**src/bpdc_pkg.sv**
```systemverilog
// Package for the button press duration classifier.
// Holds payload structs, result and register codes, sizes and the controller state type.
// No dependencies.
package bpdc_pkg;

	localparam int BUTTON_COUNT = 4;
	localparam int NUM_SLOTS    = 8;
	localparam int BTN_W        = $clog2(BUTTON_COUNT);
	localparam int SLOT_W       = $clog2(NUM_SLOTS);
	localparam int TICK_W       = 32;
	localparam int CFG_IDX_W    = 2;

	localparam logic [TICK_W-1:0] DEBOUNCE_RST    = 32'd10;
	localparam logic [TICK_W-1:0] SHORT_LIMIT_RST = 32'd700;
	localparam logic [TICK_W-1:0] LONG_LIMIT_RST  = 32'd10000;

	localparam logic [CFG_IDX_W-1:0] CFG_DEBOUNCE    = 2'd0;
	localparam logic [CFG_IDX_W-1:0] CFG_SHORT_LIMIT = 2'd1;
	localparam logic [CFG_IDX_W-1:0] CFG_LONG_LIMIT  = 2'd2;

	localparam logic CMD_SAMPLE    = 1'b0;
	localparam logic CMD_SUBSCRIBE = 1'b1;

	localparam logic [1:0] KIND_GRANTED = 2'd0;
	localparam logic [1:0] KIND_FULL    = 2'd1;
	localparam logic [1:0] KIND_NOTICE  = 2'd2;

	localparam logic GESTURE_SHORT = 1'b0;
	localparam logic GESTURE_LONG  = 1'b1;

	typedef struct packed {
		logic                    command;
		logic [BUTTON_COUNT-1:0] button_levels;
		logic [TICK_W-1:0]       time_now;
		logic [BTN_W-1:0]        subscribe_button;
	} item_t;

	typedef struct packed {
		logic [1:0]        kind;
		logic [SLOT_W-1:0] slot;
		logic [BTN_W-1:0]  button;
		logic              gesture;
		logic              last;
	} result_t;

	typedef enum logic [1:0] {
		ST_IDLE,
		ST_SCAN,
		ST_CLASS,
		ST_NOTIFY
	} state_t;

	typedef struct packed {
		logic capture;
		logic sub_emit;
		logic load_held;
		logic classify;
		logic idx_inc;
		logic notice_emit;
	} ctl_cmd_t;

	typedef struct packed {
		logic is_sub;
		logic released;
		logic idx_last;
		logic any_match;
		logic one_left;
		logic out_free;
	} dp_stat_t;

endpackage

```
**src/bpdc_ctrl.sv**
```systemverilog
// Controller state machine of the button press duration classifier.
// Sequences button scan, classification and subscriber notices.
// Depends on bpdc_pkg.
module bpdc_ctrl import bpdc_pkg::*; (
	input  logic     clk,
	input  logic     arst_n,
	input  logic     item_valid,
	output logic     item_stall,
	input  dp_stat_t stat,
	output ctl_cmd_t cmd
);

	state_t state_q, state_d;

	always_ff @(posedge clk or negedge arst_n) begin
		if (!arst_n) begin
			state_q <= ST_IDLE;
		end else begin
			state_q <= state_d;
		end
	end

	always_comb begin
		state_d = state_q;
		unique case (state_q)
			ST_IDLE: begin
				if (item_valid) state_d = ST_SCAN;
			end
			ST_SCAN: begin
				if (stat.is_sub) begin
					if (stat.out_free) state_d = ST_IDLE;
				end else if (stat.released) begin
					state_d = ST_CLASS;
				end else if (stat.idx_last) begin
					state_d = ST_NOTIFY;
				end
			end
			ST_CLASS: begin
				state_d = stat.idx_last ? ST_NOTIFY : ST_SCAN;
			end
			ST_NOTIFY: begin
				if (!stat.any_match) begin
					state_d = ST_IDLE;
				end else if (stat.out_free && stat.one_left) begin
					state_d = ST_IDLE;
				end
			end
			default: state_d = ST_IDLE;
		endcase
	end

	always_comb begin
		cmd        = '0;
		item_stall = 1'b1;
		unique case (state_q)
			ST_IDLE: begin
				item_stall  = 1'b0;
				cmd.capture = item_valid;
			end
			ST_SCAN: begin
				if (stat.is_sub) begin
					cmd.sub_emit = stat.out_free;
				end else if (stat.released) begin
					cmd.load_held = 1'b1;
				end else begin
					cmd.idx_inc = 1'b1;
				end
			end
			ST_CLASS: begin
				cmd.classify = 1'b1;
				cmd.idx_inc  = 1'b1;
			end
			ST_NOTIFY: begin
				cmd.notice_emit = stat.any_match && stat.out_free;
			end
			default: begin
				cmd        = '0;
				item_stall = 1'b1;
			end
		endcase
	end

endmodule

```
**src/bpdc_dp.sv**
```systemverilog
// Datapath of the button press duration classifier.
// Holds configuration, button history, press times, subscriber slots and the result register.
// Depends on bpdc_pkg.
module bpdc_dp import bpdc_pkg::*; (
	input  logic                 clk,
	input  logic                 arst_n,
	input  logic                 cfg_write,
	input  logic [CFG_IDX_W-1:0] cfg_index,
	input  logic [TICK_W-1:0]    cfg_data,
	input  item_t                item,
	output result_t              result,
	output logic                 result_valid,
	input  logic                 result_stall,
	input  ctl_cmd_t             cmd,
	output dp_stat_t             stat
);

	logic [TICK_W-1:0]       debounce_q, short_limit_q, long_limit_q;
	logic [BUTTON_COUNT-1:0] prev_levels_q;
	logic [TICK_W-1:0]       press_time_q [BUTTON_COUNT];
	logic [NUM_SLOTS-1:0]    slot_used_q;
	logic [BTN_W-1:0]        slot_btn_q [NUM_SLOTS];
	item_t                   item_q;
	logic [BUTTON_COUNT-1:0] released_q;
	logic [BUTTON_COUNT-1:0] gest_ok_q;
	logic [BUTTON_COUNT-1:0] gest_long_q;
	logic [BTN_W-1:0]        idx_q;
	logic [TICK_W-1:0]       held_q;
	result_t                 result_q;
	logic                    result_valid_q;

	logic [BUTTON_COUNT-1:0] changed;
	logic                    out_free;
	logic [SLOT_W-1:0]       free_slot;
	logic                    free_found;
	logic [NUM_SLOTS-1:0]    match;
	logic [SLOT_W-1:0]       pick_slot;
	logic [BTN_W-1:0]        pick_btn;
	logic                    within_short, within_long, above_debounce;

	assign changed  = item.button_levels ^ prev_levels_q;
	assign out_free = !result_valid_q || !result_stall;

	// Lowest free slot for a subscribe request.
	always_comb begin
		free_slot  = '0;
		free_found = 1'b0;
		for (int s = NUM_SLOTS - 1; s >= 0; s--) begin
			if (!slot_used_q[s]) begin
				free_slot  = SLOT_W'(s);
				free_found = 1'b1;
			end
		end
	end

	// Next notice: lowest button first, then lowest slot waiting on it.
	always_comb begin
		pick_slot = '0;
		pick_btn  = '0;
		for (int b = BUTTON_COUNT - 1; b >= 0; b--) begin
			for (int s = NUM_SLOTS - 1; s >= 0; s--) begin
				if (slot_used_q[s] && slot_btn_q[s] == BTN_W'(b) && gest_ok_q[b]) begin
					pick_slot = SLOT_W'(s);
					pick_btn  = BTN_W'(b);
				end
			end
		end
	end

	always_comb begin
		for (int s = 0; s < NUM_SLOTS; s++) begin
			match[s] = slot_used_q[s] && gest_ok_q[slot_btn_q[s]];
		end
	end

	assign above_debounce = held_q >= debounce_q;
	assign within_short   = held_q <= short_limit_q;
	assign within_long    = held_q <= long_limit_q;

	always_comb begin
		stat.is_sub    = item_q.command == CMD_SUBSCRIBE;
		stat.released  = released_q[idx_q];
		stat.idx_last  = idx_q == BTN_W'(BUTTON_COUNT - 1);
		stat.any_match = |match;
		stat.one_left  = $countones(match) == 1;
		stat.out_free  = out_free;
	end

	always_ff @(posedge clk or negedge arst_n) begin
		if (!arst_n) begin
			debounce_q    <= DEBOUNCE_RST;
			short_limit_q <= SHORT_LIMIT_RST;
			long_limit_q  <= LONG_LIMIT_RST;
		end else if (cfg_write) begin
			unique case (cfg_index)
				CFG_DEBOUNCE:    debounce_q    <= cfg_data;
				CFG_SHORT_LIMIT: short_limit_q <= cfg_data;
				CFG_LONG_LIMIT:  long_limit_q  <= cfg_data;
				default: ;
			endcase
		end
	end

	always_ff @(posedge clk or negedge arst_n) begin
		if (!arst_n) begin
			prev_levels_q  <= '1;
			slot_used_q    <= '0;
			released_q     <= '0;
			gest_ok_q      <= '0;
			idx_q          <= '0;
			result_valid_q <= 1'b0;
			for (int s = 0; s < NUM_SLOTS; s++) begin
				slot_btn_q[s] <= '0;
			end
		end else begin
			if (cmd.capture) begin
				idx_q     <= '0;
				gest_ok_q <= '0;
				if (item.command == CMD_SAMPLE) begin
					prev_levels_q <= item.button_levels;
					released_q    <= changed & item.button_levels;
				end else begin
					released_q <= '0;
				end
			end
			if (cmd.idx_inc) begin
				idx_q <= idx_q + 1'b1;
			end
			if (cmd.classify) begin
				gest_ok_q[idx_q] <= above_debounce && (within_short || within_long);
			end
			if (cmd.sub_emit && free_found) begin
				slot_used_q[free_slot] <= 1'b1;
				slot_btn_q[free_slot]  <= item_q.subscribe_button;
			end
			if (cmd.notice_emit) begin
				slot_used_q[pick_slot] <= 1'b0;
			end
			if (cmd.sub_emit || cmd.notice_emit) begin
				result_valid_q <= 1'b1;
			end else if (!result_stall) begin
				result_valid_q <= 1'b0;
			end
		end
	end

	always_ff @(posedge clk) begin
		if (cmd.capture) begin
			item_q <= item;
			if (item.command == CMD_SAMPLE) begin
				for (int b = 0; b < BUTTON_COUNT; b++) begin
					if (changed[b] && !item.button_levels[b]) begin
						press_time_q[b] <= item.time_now;
					end
				end
			end
		end
		if (cmd.load_held) begin
			held_q <= item_q.time_now - press_time_q[idx_q];
		end
		if (cmd.classify) begin
			gest_long_q[idx_q] <= within_short ? GESTURE_SHORT : GESTURE_LONG;
		end
		if (cmd.sub_emit) begin
			result_q.kind    <= free_found ? KIND_GRANTED : KIND_FULL;
			result_q.slot    <= free_found ? free_slot : '0;
			result_q.button  <= item_q.subscribe_button;
			result_q.gesture <= GESTURE_SHORT;
			result_q.last    <= 1'b1;
		end else if (cmd.notice_emit) begin
			result_q.kind    <= KIND_NOTICE;
			result_q.slot    <= pick_slot;
			result_q.button  <= pick_btn;
			result_q.gesture <= gest_long_q[pick_btn];
			result_q.last    <= $countones(match) == 1;
		end
	end

	assign result       = result_q;
	assign result_valid = result_valid_q;

endmodule

```
**src/button_press_duration_classifier.sv**
```systemverilog
// Top level of the button press duration classifier.
// Joins the controller and the datapath. Depends on bpdc_pkg, bpdc_ctrl and bpdc_dp.
//
//   channel   handshake                  payload
//   item      item_valid / item_stall    item   (item_t)
//   result    result_valid / result_stall result (result_t)
//   config    cfg_write                  cfg_index, cfg_data
//
// One item is in work at a time. A subscribe holds the block through capture and the slot
// grant; its result is registered at the grant, once the result register is free.
// A pin sample is captured, then the button scan steps through each button, with an extra
// classify step per released button, then the slot scan sends one notice per waiting slot,
// or ends at once when there is none. Result stalls hold the block only while the result
// register is full.
// Reset marks every button released, frees every slot and loads the default limits;
// press times have no reset.
module button_press_duration_classifier import bpdc_pkg::*; (
	input  logic                 clk,
	input  logic                 arst_n,
	input  logic                 item_valid,
	output logic                 item_stall,
	input  item_t                item,
	output logic                 result_valid,
	input  logic                 result_stall,
	output result_t              result,
	input  logic                 cfg_write,
	input  logic [CFG_IDX_W-1:0] cfg_index,
	input  logic [TICK_W-1:0]    cfg_data
);

	ctl_cmd_t cmd;
	dp_stat_t stat;

	bpdc_ctrl u_ctrl (
		.clk        (clk),
		.arst_n     (arst_n),
		.item_valid (item_valid),
		.item_stall (item_stall),
		.stat       (stat),
		.cmd        (cmd)
	);

	bpdc_dp u_dp (
		.clk          (clk),
		.arst_n       (arst_n),
		.cfg_write    (cfg_write),
		.cfg_index    (cfg_index),
		.cfg_data     (cfg_data),
		.item         (item),
		.result       (result),
		.result_valid (result_valid),
		.result_stall (result_stall),
		.cmd          (cmd),
		.stat         (stat)
	);

endmodule
```
**config.mk**
```make
export PLATFORM = sky130hd
export DESIGN_NAME = button_press_duration_classifier
export DESIGN_NICKNAME = d
export VERILOG_FILES = /design/src/bpdc_pkg.sv /design/src/bpdc_ctrl.sv /design/src/bpdc_dp.sv /design/src/button_press_duration_classifier.sv
export SDC_FILE = /design/constraint.sdc
export NUM_CORES = 1
export LEC_CHECK = 0
export BUFFER_PORTS_ARGS = -buffer_cell sky130_fd_sc_hd__buf_2
export CAP_MARGIN = 30
export CORE_MARGIN = 10
export CORE_UTILIZATION = 60
export CTS_BUF_LIST = sky130_fd_sc_hd__clkbuf_8
export DETAILED_ROUTE_END_ITERATION = 16
export PLACE_DENSITY = 0.78
export SETUP_SLACK_MARGIN = 0.1
export SYNTH_ARGS = -nofsm -noshare
export SYNTH_HDL_FRONTEND = slang
export SYNTH_SLANG_ARGS = --single-unit
export TNS_END_PERCENT = 30
```
**constraint.sdc**
```tcl
create_clock -name clk -period 4.7 [get_ports clk]
set_input_delay 0.235 -clock clk [delete_from_list [all_inputs] [get_ports clk]]
set_output_delay 0.235 -clock clk [all_outputs]
set_load 0.01 [all_outputs]
```
==> results_tabular.tex, run 1 <==
\begin{tabular}{lr}
\hline
Metric & Value \\
\hline
\multicolumn{2}{l}{\textbf{Floorplanning}} \\
Initial cell density of the core & between 60\% and 70\% \\
I/O pins & 89 \\
Die outline height & 192.5 um \\
Overall die area & 0.03706 mm\^{}2 \\
Num rows & 63 \\
Area of the core & 0.02948 mm\^{}2 \\
Die boundary width & between 150 and 200 um \\
\multicolumn{2}{l}{\textbf{Finish}} \\
Number of filler instances in the final layout & 2036 \\
Area occupied by multi-input gates & 0.007460 mm\^{}2 \\
Post-route core utilization & $\sim$71\% \\
Sequential Area & between 0.009 and 0.01 mm\^{}2 \\
Final \#Nets & about 1.9k \\
Share of post-route cells with drive strength above 1 & about a fifth \\
Layout overhead on the synthesized area & 16.47\% \\
\multicolumn{2}{l}{\textbf{Worst setup path}} \\
Family with the most delay on the worst path & adder cells \\
Kind of launch point of the worst setup path & flop \\
Required time of the critical path & $\sim$5200 ps \\
Highest-delay cell along the critical path & dfrtp\_1 \\
Maximum single-stage delay on the critical path & 530 ps \\
Most common cell type on the critical path & fa\_1 \\
R2r startpoint & u\_dp.gest\_ok\_q[1] \\
Arrival time of data at the critical path endpoint & 4790 ps \\
Highest fanout seen on the critical path & 14 \\
List of cells traversed by the critical path & mux4\_2, nand2\_1, inv\_1, ha\_1, fa\_1, fa\_1, ha\_1, fa\_1, nor4b\_1, o21a\_1, o221ai\_1, a211oi\_1, a21o\_1 \\
Number of buffers and inverters on the critical path & 1 \\
CP Launch Point & u\_dp.gest\_ok\_q[1] \\
Nature of the critical path endpoint & flop \\
Classification of the worst setup path & reg -> reg \\
\multicolumn{2}{l}{\textbf{Timing}} \\
Slew Viols, Final & 0 \\
Share of the clock period used by the worst path & 90.67\% \\
Peak Freq & 234.7 MHz \\
Summed negative setup slack over all endpoints & 0 ps \\
Final setup violation count & 0 \\
Transition time at the pin with the least slew margin & 732.8 ps \\
Final hold viol count & 0 \\
Period minus WS final & 4262 ps \\
Setup repair after global routing missed its margin & false \\
Layout Skew & 18.66 ps \\
Slack of the critical path & roughly 440 ps \\
Worst relative slew slack & 49.89\% \\
\multicolumn{2}{l}{\textbf{Synth}} \\
Post-synthesis average cell area & 12.48 um\^{}2 \\
Number of nets in the synthesized netlist & 1660 \\
Dominant synthesized flop cell & edfxtp\_1 \\
Warnings, synthesis & 0 \\
Number of synthesized register bits & 345 \\
Mapped cell area & 0.01786 mm\^{}2 \\
Ys async rst share & roughly 40\% \\
Cells after Synth & 1431 \\
Count of flip-flops with a built-in enable after synthesis & around 200 \\
Seq/Total Area, Yosys & 54.18\% \\
Distinct cells, synth & 75 \\
\multicolumn{2}{l}{\textbf{Clock tree}} \\
H-tree depth & 2 \\
Num CTS Buffers & 55 \\
Clock-pin slew of the registers on the worst-case setup and hold paths & roughly 60 ps \\
Number of buffers on the longest clock path & 3 \\
Number of sinks handled by clock tree synthesis & 345 \\
Latest clock arrival within the worst-skew pair & 590 ps \\
Total setup buffers inserted after CTS & 0 \\
TritonCTS clock tree & yes \\
Root Buffer & clkbuf\_8 \\
\multicolumn{2}{l}{\textbf{Global routing}} \\
Number of global-route vias before repair & approximately 12k \\
Maximum number of pins on one net before global-route repair & 64 \\
Wire length of the first global-routing pass & approximately 65000 um \\
Total global routing overflow & 0 \\
Antenna violations before repair & 0 \\
Total global-route track usage & 21.88\% \\
\multicolumn{2}{l}{\textbf{Route}} \\
Antenna violation net count after detailed routing & 0 \\
Via-to-Cell Ratio & 5.708 \\
Post-DR wirelength/cell & 19.14 um \\
Number of DRC violations after detailed routing & 0 \\
Count of vias placed by the detailed router & 11.82k \\
Iteration count of the initial detailed-routing pass & 5 \\
Violation count after the first detailed-route iteration & 865 \\
Sum of routed wire length over all layers & 39640 um \\
\multicolumn{2}{l}{\textbf{Placed design}} \\
RD Place Congestion & 0.8969 \\
Quantity of I/O buffers inserted on ports & a little under 90 \\
Post-placement worst setup slack & around 420 ps \\
Detailed-placement wirelength estimate & 27300 um \\
\multicolumn{2}{l}{\textbf{Min path}} \\
Hold Path Class & in -> async \\
\multicolumn{2}{l}{\textbf{Job}} \\
Number of max-cap violations & 0 \\
\multicolumn{2}{l}{\textbf{Pwr}} \\
Total power & 11.00 mW \\
Power per cell area & 528.9 mW/mm\^{}2 \\
Worst-case vdd ir drop & $\sim$430 uV \\
Leakage & 9.027 nW \\
\multicolumn{2}{l}{\textbf{Outcome}} \\
Outcome & finished clean \\
\hline
\end{tabular}
==> cell usage after synthesis (3+ instances only) <==
master | n | area [um^2]
a211oi_1 | 3 | 22.52
a21oi_2 | 8 | 70.07
clkbuf_1 | 24 | 90.09
and3_1 | 9 | 56.30
xor2_1 | 9 | 78.83
nor2_1 | 45 | 168.9
mux2_2 | 86 | 968.4
nor4_1 | 5 | 31.28
nand4b_1 | 4 | 35.03
a31oi_1 | 10 | 62.56
and2_1 | 12 | 75.07
nand2b_1 | 13 | 81.33
a2111oi_0 | 4 | 35.03
nor3b_1 | 5 | 37.54
nand3b_1 | 4 | 30.03
xnor2_1 | 20 | 175.2
o31ai_1 | 3 | 22.52
and4_1 | 4 | 35.03
o21ai_1 | 14 | 70.07
nand4_1 | 32 | 200.2
dfstp_2 | 17 | 446.7
edfxtp_1 | 206 | 6186
buf_2 | 9 | 45.04
fa_1 | 5 | 100.1
dfrtp_1 | 120 | 3003
o21a_1 | 15 | 112.6
and3b_1 | 4 | 35.03
nor2b_1 | 20 | 125.1
o211ai_1 | 8 | 60.06
a21o_1 | 42 | 315.3
o21ai_0 | 66 | 330.3
nor4bb_1 | 4 | 40.04
nand3_1 | 15 | 75.07
mux2i_1 | 7 | 70.07
inv_1 | 159 | 596.8
mux4_2 | 37 | 833.3
and4b_1 | 9 | 90.09
a22o_1 | 5 | 43.79
nand2_1 | 105 | 394.1
a21oi_1 | 69 | 345.3
nor3_1 | 6 | 30.03
buf_1 | 3 | 11.26
ha_1 | 146 | 1827
==> registers in the layout, indices dropped and copies added (netlist names), 8 cells and up <==
signal,cells
u_dp.long_limit_q,32
u_dp.short_limit_q,32
u_dp.held_q,32
u_dp.result,9
u_dp.press_time_q,128
u_dp.item_q,34
u_dp.debounce_q,32
u_dp.slot_btn_q,16
u_dp.slot_used_q,8
==> placed cells by master (no fill, tap or decap), types with 10 or more instances in the layout <==
master           n
buf_2           87
buf_4           16
nand2b_1        13
mux4_2          37
dfstp_2         17
o21ai_0         66
mux2_2          86
o21a_1          15
nor2_1          45
dlygate4sd3_1   76
nand2_1        105
a31oi_1         10
inv_1          175
nand3_1         15
xnor2_1         20
nand4_1         32
a21oi_1         69
nor2b_1         20
and2_1          12
a21o_1          42
edfxtp_1       206
clkbuf_8        73
dfrtp_1        117
ha_1           146
o21ai_1         14
==> layout make-up <==
| class | instances | share of cell area [%] |
|---|---|---|
| well taps | 390 | 2.346 |
| clock buffers | 73 | 4.831 |
| diodes | 1 | 0.01203 |
| inverters | 160 | 2.888 |
| multi-input cells | 890 | 35.87 |
| clock inverters | 31 | 1.041 |
| flip-flops and latches | 345 | 46.54 |
| repair buffers | 181 | 6.479 |
==> timing repair <==
item                                    CTS  global route
gates resized for setup                   0             2
hold endpoints to repair                316             0
hold buffers                             76             0
endpoints found under the setup margin    0             1
==> kinds of logic after synthesis <==
logic type	count (synthesis)	synth area share, %
DFF	345	54.18
xor gates and xnor gates	29	1.422
muxes	130	10.48
and+or+nand+nor	305	9.025
adders and majority gates	151	10.79
AOI/OAI and AO/OA	275	9.915
buffers and inverters	196	4.183
==> power by group <==
group	total, mW	internal [mW]	switching, mW
clock network	2.74	1.56	1.18
logic	3.90	1.79	2.10
registers	4.37	3.87	0.494
total	11.0	7.22	3.78
==> routing by layer <==
| layer | vias up | GRT usage, % | part of all wire, % |
|---|---|---|---|
| met4 | 0 | 5.844 | 2.1 |
| li1 | 5666 | - | - |
| met2 | 272 | 35.14 | 47 |
| met5 | - | 0 | 0 |
| met3 | 64 | 3.632 | 4.9 |
| met1 | 5819 | 30.41 | 46 |
==> per-stage QoR <==
step           hold slack (ps)  instance area (um^2)  instances
6_report                 154.6                 20800       2071
3_5_place_dp             210.1                 18800       1889
5_1_grt                  167.9                 20800       2070
3_3_place_gp             210.9                 18800       1889
4_1_cts                  123.3                 20790       2069
2_1_floorplan           -60.59                 17860       1431
==> path summary, 6_finish.rpt <==
kind,end,slack [ps],depth (start not counted)
max reg2reg,u_ctrl.state_q[1],440,13
min in group clk,u_ctrl.state_q[0],150,3
min,u_dp.slot_btn_q[2],150,2
max,u_ctrl.state_q[1],440,13
max in group asynchronous,u_dp.debounce_q[18],3490,3
min reg2reg,u_dp.prev_levels_q[2],470,2
No activity file was read; power rests on OpenSTA's default activity.
==> inputs of run 2 (changes only) <==
--- a/config.mk
+++ b/config.mk
@@ -5,13 +5,12 @@
 export SDC_FILE = /design/constraint.sdc
 export NUM_CORES = 1
 export LEC_CHECK = 0
-export BUFFER_PORTS_ARGS = -buffer_cell sky130_fd_sc_hd__buf_2
-export CAP_MARGIN = 30
+export BUFFER_PORTS_ARGS = -buffer_cell sky130_fd_sc_hd__buf_4
 export CORE_MARGIN = 10
 export CORE_UTILIZATION = 60
 export CTS_BUF_LIST = sky130_fd_sc_hd__clkbuf_8
 export DETAILED_ROUTE_END_ITERATION = 16
-export PLACE_DENSITY = 0.78
+export PLACE_DENSITY = 0.86
 export SETUP_SLACK_MARGIN = 0.1
 export SYNTH_ARGS = -nofsm -noshare
 export SYNTH_HDL_FRONTEND = slang
==> results_tabular.tex, run 2 (same netlist as run 1, synthesis figures left out) <==
\begin{tabular}{lr}
\hline
Metric & Value \\
\hline
\multicolumn{2}{l}{\textbf{Finish}} \\
Share of post-route cells with drive strength above 1 & 20.64\% (-0.55 points) \\
Number of filler instances in the final layout & 1976 (-2.9\%) \\
Most frequent cells in the layout & 206 x edfxtp\_1, 183 x inv\_1, 146 x ha\_1 \\
Leading cell type in the layout, fill and taps excluded & edfxtp\_1 \\
Largest register FFs & 128 (unchanged) \\
Largest register by flop count & u\_dp.press\_time\_q \\
Layout overhead on the synthesized area & 17.05\% \\
Post-route core utilization & 70.90\% (+0.35 points) \\
Largest registers & u\_dp.press\_time\_q (128), u\_dp.item\_q (34) \\
Total inserted antenna cells & 0 (-1) \\
Final \#Nets & 1860 (-0.11\%) \\
\multicolumn{2}{l}{\textbf{Route}} \\
Antenna violation net count after detailed routing & 0 (unchanged) \\
Sum of routed wire length over all layers & 41230 um (+4.0\%) \\
Iteration count of the initial detailed-routing pass & 5 (unchanged) \\
Number of DRC violations after detailed routing & 0 (unchanged) \\
Violation count after the first detailed-route iteration & 1030 (+19\%) \\
Post-DR wirelength/cell & 19.96 um (+4.3\%) \\
Via-to-Cell Ratio & 5.888 (+3.2\%) \\
Count of vias placed by the detailed router & 12.16k (+2.9\%) \\
\multicolumn{2}{l}{\textbf{Floorplanning}} \\
Die boundary width & 192.5 um (unchanged) \\
Num rows & 63 (unchanged) \\
Initial cell density of the core & 60.57\% (unchanged) \\
I/O pins & 89 (unchanged) \\
Area of the core & 0.02948 mm\^{}2 (unchanged) \\
Overall die area & 0.03706 mm\^{}2 (unchanged) \\
Die outline height & 192.5 um (unchanged) \\
\multicolumn{2}{l}{\textbf{Timing}} \\
Share of the clock period used by the worst path & 93.87\% (+3.2 points) \\
Summed negative setup slack over all endpoints & 0 ps (unchanged) \\
Layout Skew & 48.51 ps (+29.85 ps) \\
Period minus WS final & 4412 ps (+150.1 ps) \\
Worst relative slew slack & 30.63\% (-19 points) \\
Final hold viol count & 0 (unchanged) \\
Setup repair after global routing missed its margin & false \\
Slew Viols, Final & 0 (unchanged) \\
Peak Freq & 226.7 MHz (-3.4\%) \\
Transition time at the pin with the least slew margin & 1041 ps (+307.8 ps) \\
Final setup violation count & 0 (unchanged) \\
\multicolumn{2}{l}{\textbf{Worst setup path}} \\
Worst Reg-to-Reg Cells & 13 (unchanged) \\
Nature of the critical path endpoint & flop \\
Kind of launch point of the worst setup path & flop \\
Arrival time of data at the critical path endpoint & 4890 ps (+100 ps) \\
Required time of the critical path & 5180 ps (-50 ps) \\
Highest fanout seen on the critical path & 17 (+3) \\
Classification of the worst setup path & reg -> reg \\
\multicolumn{2}{l}{\textbf{Placed design}} \\
Detailed-placement wirelength estimate & 27940 um (+2.3\%) \\
RD Place Congestion & 0.9030 (+0.68\%) \\
Quantity of I/O buffers inserted on ports & 88 (unchanged) \\
\multicolumn{2}{l}{\textbf{Clock tree}} \\
Root Buffer & clkbuf\_8 \\
H-tree depth & 2 (unchanged) \\
Num CTS Buffers & 55 (unchanged) \\
TritonCTS clock tree & yes \\
Clock-pin slew of the registers on the worst-case setup and hold paths & 70 ps (about the same) \\
Latest clock arrival within the worst-skew pair & 640 ps (+50 ps) \\
Number of buffers on the longest clock path & 3 (unchanged) \\
Number of sinks handled by clock tree synthesis & 345 (unchanged) \\
\multicolumn{2}{l}{\textbf{Global routing}} \\
Total global routing overflow & 0 (unchanged) \\
Maximum number of pins on one net before global-route repair & 64 (unchanged) \\
Number of global-route vias before repair & 12.74k (+4.7\%) \\
Wire length of the first global-routing pass & 66980 um (+3.8\%) \\
Antenna violations before repair & 0 (unchanged) \\
Total global-route track usage & 22.57\% (+0.69 points) \\
\multicolumn{2}{l}{\textbf{Pwr}} \\
Cell Int Power & 7.095 mW (-1.8\%) \\
Leakage & 9.082 nW (+0.61\%) \\
Worst-case vdd ir drop & 409.6 uV (-3.8\%) \\
Clock power frac & 23.9\% (-1.0 points) \\
Sw Share & 35.41\% (+1.1 points) \\
Sequential share of power & 39.9\% (+0.2 points) \\
Comb pwr share & 36.2\% (+0.8 points) \\
Power per cell area & 525.6 mW/mm\^{}2 (-0.62\%) \\
Switching Power & 3.890 mW (+3.0\%) \\
\multicolumn{2}{l}{\textbf{Outcome}} \\
Outcome & finished clean \\
\multicolumn{2}{l}{\textbf{Job}} \\
Number of max-cap violations & 0 (unchanged) \\
\multicolumn{2}{l}{\textbf{Min path}} \\
Hold Path Class & in -> async \\
\hline
\end{tabular}
==> run 2: cell types whose count changed in the layout (fill, tap and decap cells not counted), sizes merged <==
cell         delta
buf             -1
clkbuf         -10
diode           -1
dlygate4sd3     -1
inv             +8
==> run 2: path summary, 6_finish.rpt <==
path,startpoint,to,slack (ps)
min in group clk,item_valid,u_ctrl.state_q[0],180
max,u_dp.gest_ok_q[0],u_ctrl.state_q[0],290
max in group asynchronous,arst_n,u_dp.idx_q[0],3540
max reg2reg,u_dp.gest_ok_q[0],u_ctrl.state_q[0],290
min reg2reg,u_dp.prev_levels_q[3],u_dp.prev_levels_q[3],460
min,arst_n,u_dp.debounce_q[0],100
==> run 2: power by group through the flow <==
stage | sequential, mW | combinational, mW | clock (mW)
floorplan | 4.18 | 2.97 | 0
global placement | 4.39 | 3.67 | 0
global route | 4.44 | 4.41 | 2.81
finish | 4.38 | 3.97 | 2.63
detailed placement | 4.42 | 3.82 | 0
CTS | 4.36 | 3.93 | 2.65
==> run 2: area by class of cell <==
cell class	count	area (um^2)	share of cell area (%)
multi-input cells	890	7460	35.69
clock inverters	39	274.0	1.311
clock buffers	63	867.1	4.148
inverters	160	600.6	2.873
well taps	390	488.0	2.335
flip-flops and latches	345	9677	46.30
repair buffers	179	1535	7.345
==> run 2: critical path, stage by stage (launching register included) <==
cell	delay, ps
dfrtp_1	570
mux4_2	520
nand2_1	120
inv_1	50
ha_1	210
fa_1	520
fa_1	500
ha_1	220
fa_1	430
nor4b_1	400
o21a_1	170
o221ai_1	190
nor4_1	280
a21oi_1	90
==> run 2: timing repair <==
action / in CTS / in global routing
hold buffers: 75 / 0
hold endpoints to repair: 309 / 0
gates resized for setup: 0 / 0
buffers inserted: 0 / 0
setup endpoints to repair: 0 / 0
==> run 2: routing by layer <==
metal  part of all wire, %  GRT usage, %  wire length [um]  up-vias
met5                     0             0                 0        -
met4                   2.3         6.380               949        0
met2                    50         38.25             20500      396
li1                      -             -                 -     5661
met3                   5.2         3.650              2128       83
met1                    43         29.49             17650     6024
==> run 2: stage by stage <==
stage	power, mW	setup WS (ps)	cells	hold slack, ps	cell area [um^2]
floorplan	7.158	590.8	1431	-60.59	17860
finish	10.99	288.3	2066	98.33	20900
CTS	10.95	384.2	2066	96.95	20900
global placement	8.056	506.5	1889	169.5	19010
global route	11.67	127.1	2066	131.1	20900
detailed placement	8.238	420.6	1889	171.5	19010
==> inputs of run 3 (changes only) <==
--- a/config.mk
+++ b/config.mk
@@ -6,7 +6,7 @@
 export NUM_CORES = 1
 export LEC_CHECK = 0
 export BUFFER_PORTS_ARGS = -buffer_cell sky130_fd_sc_hd__buf_4
-export CORE_MARGIN = 10
+export CORE_MARGIN = 1
 export CORE_UTILIZATION = 60
 export CTS_BUF_LIST = sky130_fd_sc_hd__clkbuf_8
 export DETAILED_ROUTE_END_ITERATION = 16
==> constraint.sdc (replaced) <==
create_clock -name clk -period 5.7 [get_ports clk]
set_input_delay 0.285 -clock clk [delete_from_list [all_inputs] [get_ports clk]]
set_output_delay 0.285 -clock clk [all_outputs]
set_load 0.01 [all_outputs]
==> results_tabular.tex, run 3 (same netlist as run 1, synthesis figures left out) <==
\begin{tabular}{lr}
\hline
Metric & Value \\
\hline
\multicolumn{2}{l}{\textbf{Worst setup path}} \\
Most common cell type on the critical path & fa\_1 \\
Required time of the critical path & 6230 ps (+1050 ps) \\
Highest fanout seen on the critical path & 20 (+3) \\
List of cells traversed by the critical path & mux4\_2, nand2\_1, inv\_1, ha\_1, fa\_1, fa\_1, ha\_1, fa\_1, nor4b\_1, o21a\_1, o221ai\_1, a211oi\_1, a21o\_1 \\
Highest-delay cell along the critical path & dfrtp\_1 \\
Classification of the worst setup path & reg -> reg \\
Kind of launch point of the worst setup path & flop \\
Maximum single-stage delay on the critical path & 630 ps (+60 ps) \\
Flop-to-flop setup slack & 1280 ps (+990 ps) \\
Arrival time of data at the critical path endpoint & 4950 ps (+60 ps) \\
Number of buffers and inverters on the critical path & 1 (unchanged) \\
Family with the most delay on the worst path & adder cells \\
Nature of the critical path endpoint & flop \\
\multicolumn{2}{l}{\textbf{Pwr}} \\
Cell Int Power & 5.827 mW (-18\%) \\
Leakage & 9.040 nW (-0.46\%) \\
Power per cell area & 434.6 mW/mm\^{}2 (-17\%) \\
Sequential share of power & 40.2\% (+0.3 points) \\
Comb pwr share & 36.1\% (about the same) \\
Sw Share & 35.76\% (+0.35 points) \\
Switching Power & 3.244 mW (-17\%) \\
Worst-case vdd ir drop & 373.2 uV (-8.9\%) \\
Clock power frac & 23.7\% (-0.2 points) \\
\multicolumn{2}{l}{\textbf{Placed design}} \\
RD Place Congestion & 0.9178 (+1.6\%) \\
Area post-placement & 0.01897 mm\^{}2 (-0.20\%) \\
Post-placement worst setup slack & 1370 ps (+949.0 ps) \\
Quantity of I/O buffers inserted on ports & 88 (unchanged) \\
Detailed-placement wirelength estimate & 27390 um (-2.0\%) \\
\multicolumn{2}{l}{\textbf{Clock tree}} \\
Num CTS Buffers & 56 (+1.8\%) \\
TritonCTS clock tree & yes \\
Number of sinks handled by clock tree synthesis & 345 (unchanged) \\
Clock-pin slew of the registers on the worst-case setup and hold paths & 60 ps (about the same) \\
Number of buffers on the longest clock path & 3 (unchanged) \\
Root Buffer & clkbuf\_8 \\
\# resized after CTS & 0 (unchanged) \\
Latest clock arrival within the worst-skew pair & 640 ps (about the same) \\
H-tree depth & 2 (unchanged) \\
\multicolumn{2}{l}{\textbf{Global routing}} \\
Total global-route track usage & 27.50\% (+4.9 points) \\
Maximum number of pins on one net before global-route repair & 102 (+59\%) \\
Total global routing overflow & 0 (unchanged) \\
Number of global-route vias before repair & 12.69k (-0.42\%) \\
Wire length of the first global-routing pass & 65960 um (-1.5\%) \\
Antenna violations before repair & 1 (+1) \\
\multicolumn{2}{l}{\textbf{Finish}} \\
Largest register by flop count & u\_dp.press\_time\_q \\
Share of post-route cells with drive strength above 1 & 20.85\% (+0.20 points) \\
Leading cell type in the layout, fill and taps excluded & edfxtp\_1 \\
Largest register FFs & 128 (unchanged) \\
Most frequent cells in the layout & 206 x edfxtp\_1, 175 x inv\_1, 146 x ha\_1 \\
Final non-filler cell area & 0.02087 mm\^{}2 (-0.16\%) \\
Final \#Nets & 1857 (-0.16\%) \\
Largest registers & u\_dp.press\_time\_q (128), u\_dp.item\_q (34) \\
Number of filler instances in the final layout & 1863 (-5.7\%) \\
Layout overhead on the synthesized area & 16.87\% \\
\multicolumn{2}{l}{\textbf{Route}} \\
Violation count after the first detailed-route iteration & 945 (-8.3\%) \\
Via-to-Cell Ratio & 6.019 (+2.2\%) \\
Count of vias placed by the detailed router & 12.39k (+1.9\%) \\
Sum of routed wire length over all layers & 41040 um (-0.47\%) \\
Antenna violation net count after detailed routing & 0 (unchanged) \\
Post-DR wirelength/cell & 19.93 um (-0.13\%) \\
Number of DRC violations after detailed routing & 0 (unchanged) \\
Iteration count of the initial detailed-routing pass & 6 (+1) \\
\multicolumn{2}{l}{\textbf{Timing}} \\
Transition time at the pin with the least slew margin & 1024 ps (-16.91 ps) \\
Final setup violation count & 0 (unchanged) \\
Slack of the critical path & 1278 ps (+989.3 ps) \\
Share of the clock period used by the worst path & 77.59\% (-16 points) \\
Worst relative slew slack & 31.76\% (+1.1 points) \\
Period minus WS final & 4422 ps (+10.69 ps) \\
Final hold viol count & 0 (unchanged) \\
Peak Freq & 226.1 MHz (-0.24\%) \\
Summed negative setup slack over all endpoints & 0 ps (unchanged) \\
Setup repair after global routing missed its margin & false \\
Slew Viols, Final & 0 (unchanged) \\
Layout Skew & 50.82 ps (+2.313 ps) \\
\multicolumn{2}{l}{\textbf{Floorplanning}} \\
Die boundary width & 174.5 um (-9.3\%) \\
Initial cell density of the core & 61.55\% (+0.98 points) \\
Overall die area & 0.03046 mm\^{}2 (-18\%) \\
I/O pins & 89 (unchanged) \\
Num rows & 62 (-1.6\%) \\
Die outline height & 174.5 um (-9.3\%) \\
Area of the core & 0.02901 mm\^{}2 (-1.6\%) \\
\multicolumn{2}{l}{\textbf{Min path}} \\
Hold Path Class & in -> reg \\
\multicolumn{2}{l}{\textbf{Outcome}} \\
Outcome & finished clean \\
\multicolumn{2}{l}{\textbf{Job}} \\
Number of max-cap violations & 0 (unchanged) \\
\hline
\end{tabular}
[run 3: cell count changes in the layout (fill, tap and decap cells not counted), sizes merged]
| cell | change |
|---|---|
| clkinv | +9 |
| clkinvlp | +1 |
| inv | -8 |
| bufinv | -1 |
| diode | +1 |
| clkbuf | +1 |
| buf | -4 |
[run 3: worst min-delay path, cell delays in order]
cell	delay, ps
buf_4	100
o221ai_1	180
a21oi_1	180
[run 3: final timing paths]
kind                                        from               endpoint  cells after the start
min in group asynchronous                 arst_n    u_dp.debounce_q[28]                      2
min reg2reg                u_dp.prev_levels_q[1]  u_dp.prev_levels_q[1]                      2
max in group asynchronous                 arst_n     u_dp.debounce_q[7]                      3
max                            u_dp.gest_ok_q[1]      u_ctrl.state_q[1]                     13
max reg2reg                    u_dp.gest_ok_q[1]      u_ctrl.state_q[1]                     13
min                                   item_valid      u_ctrl.state_q[0]                      3
[run 3: metrics by stage]
| step | util (%) | hold slack (ps) | cells | power (mW) |
|---|---|---|---|---|
| finish | 71.93 | 201.7 | 2059 | 9.070 |
| global route | 71.93 | 233.0 | 2059 | 9.587 |
| CTS | 71.92 | 160.1 | 2058 | 9.021 |
| detailed placement | 65.39 | 464.6 | 1879 | 6.821 |
| global placement | 65.39 | 451.6 | 1879 | 6.664 |
| floorplan | - | -10.59 | 1431 | 5.902 |
[run 3: final cells by class]
| type | instances | area, um^2 | share of cell area (%) |
|---|---|---|---|
| well taps | 384 | 480.5 | 2.302 |
| flip-flops and latches | 345 | 9677 | 46.37 |
| repair buffers | 175 | 1505 | 7.213 |
| clock buffers | 64 | 880.8 | 4.221 |
| diodes | 1 | 2.502 | 0.01199 |
| multi-input cells | 890 | 7460 | 35.75 |
| clock inverters | 40 | 262.8 | 1.259 |
| inverters | 160 | 600.6 | 2.878 |
[run 3: metal layers]
layer	routed length, um	global-route usage (%)	vias up
li1	-	-	5650
met1	17650	37.45	6094
met2	19590	44.80	535
met3	2357	4.003	114
met4	1435	10.87	0
met5	0	0	-
[run 3: power by group through the flow]
stage | clock network (mW) | registers [mW] | logic (mW)
CTS | 2.17 | 3.63 | 3.22
finish | 2.15 | 3.65 | 3.27
detailed placement | 0 | 3.68 | 3.14
floorplan | 0 | 3.45 | 2.45
global route | 2.29 | 3.70 | 3.60
global placement | 0 | 3.66 | 3.00
[run 3: timing repair]
action	4_1_cts	5_1_grt
hold buffers	75	0
setup buffers	0	0
endpoints found under the hold margin	351	0
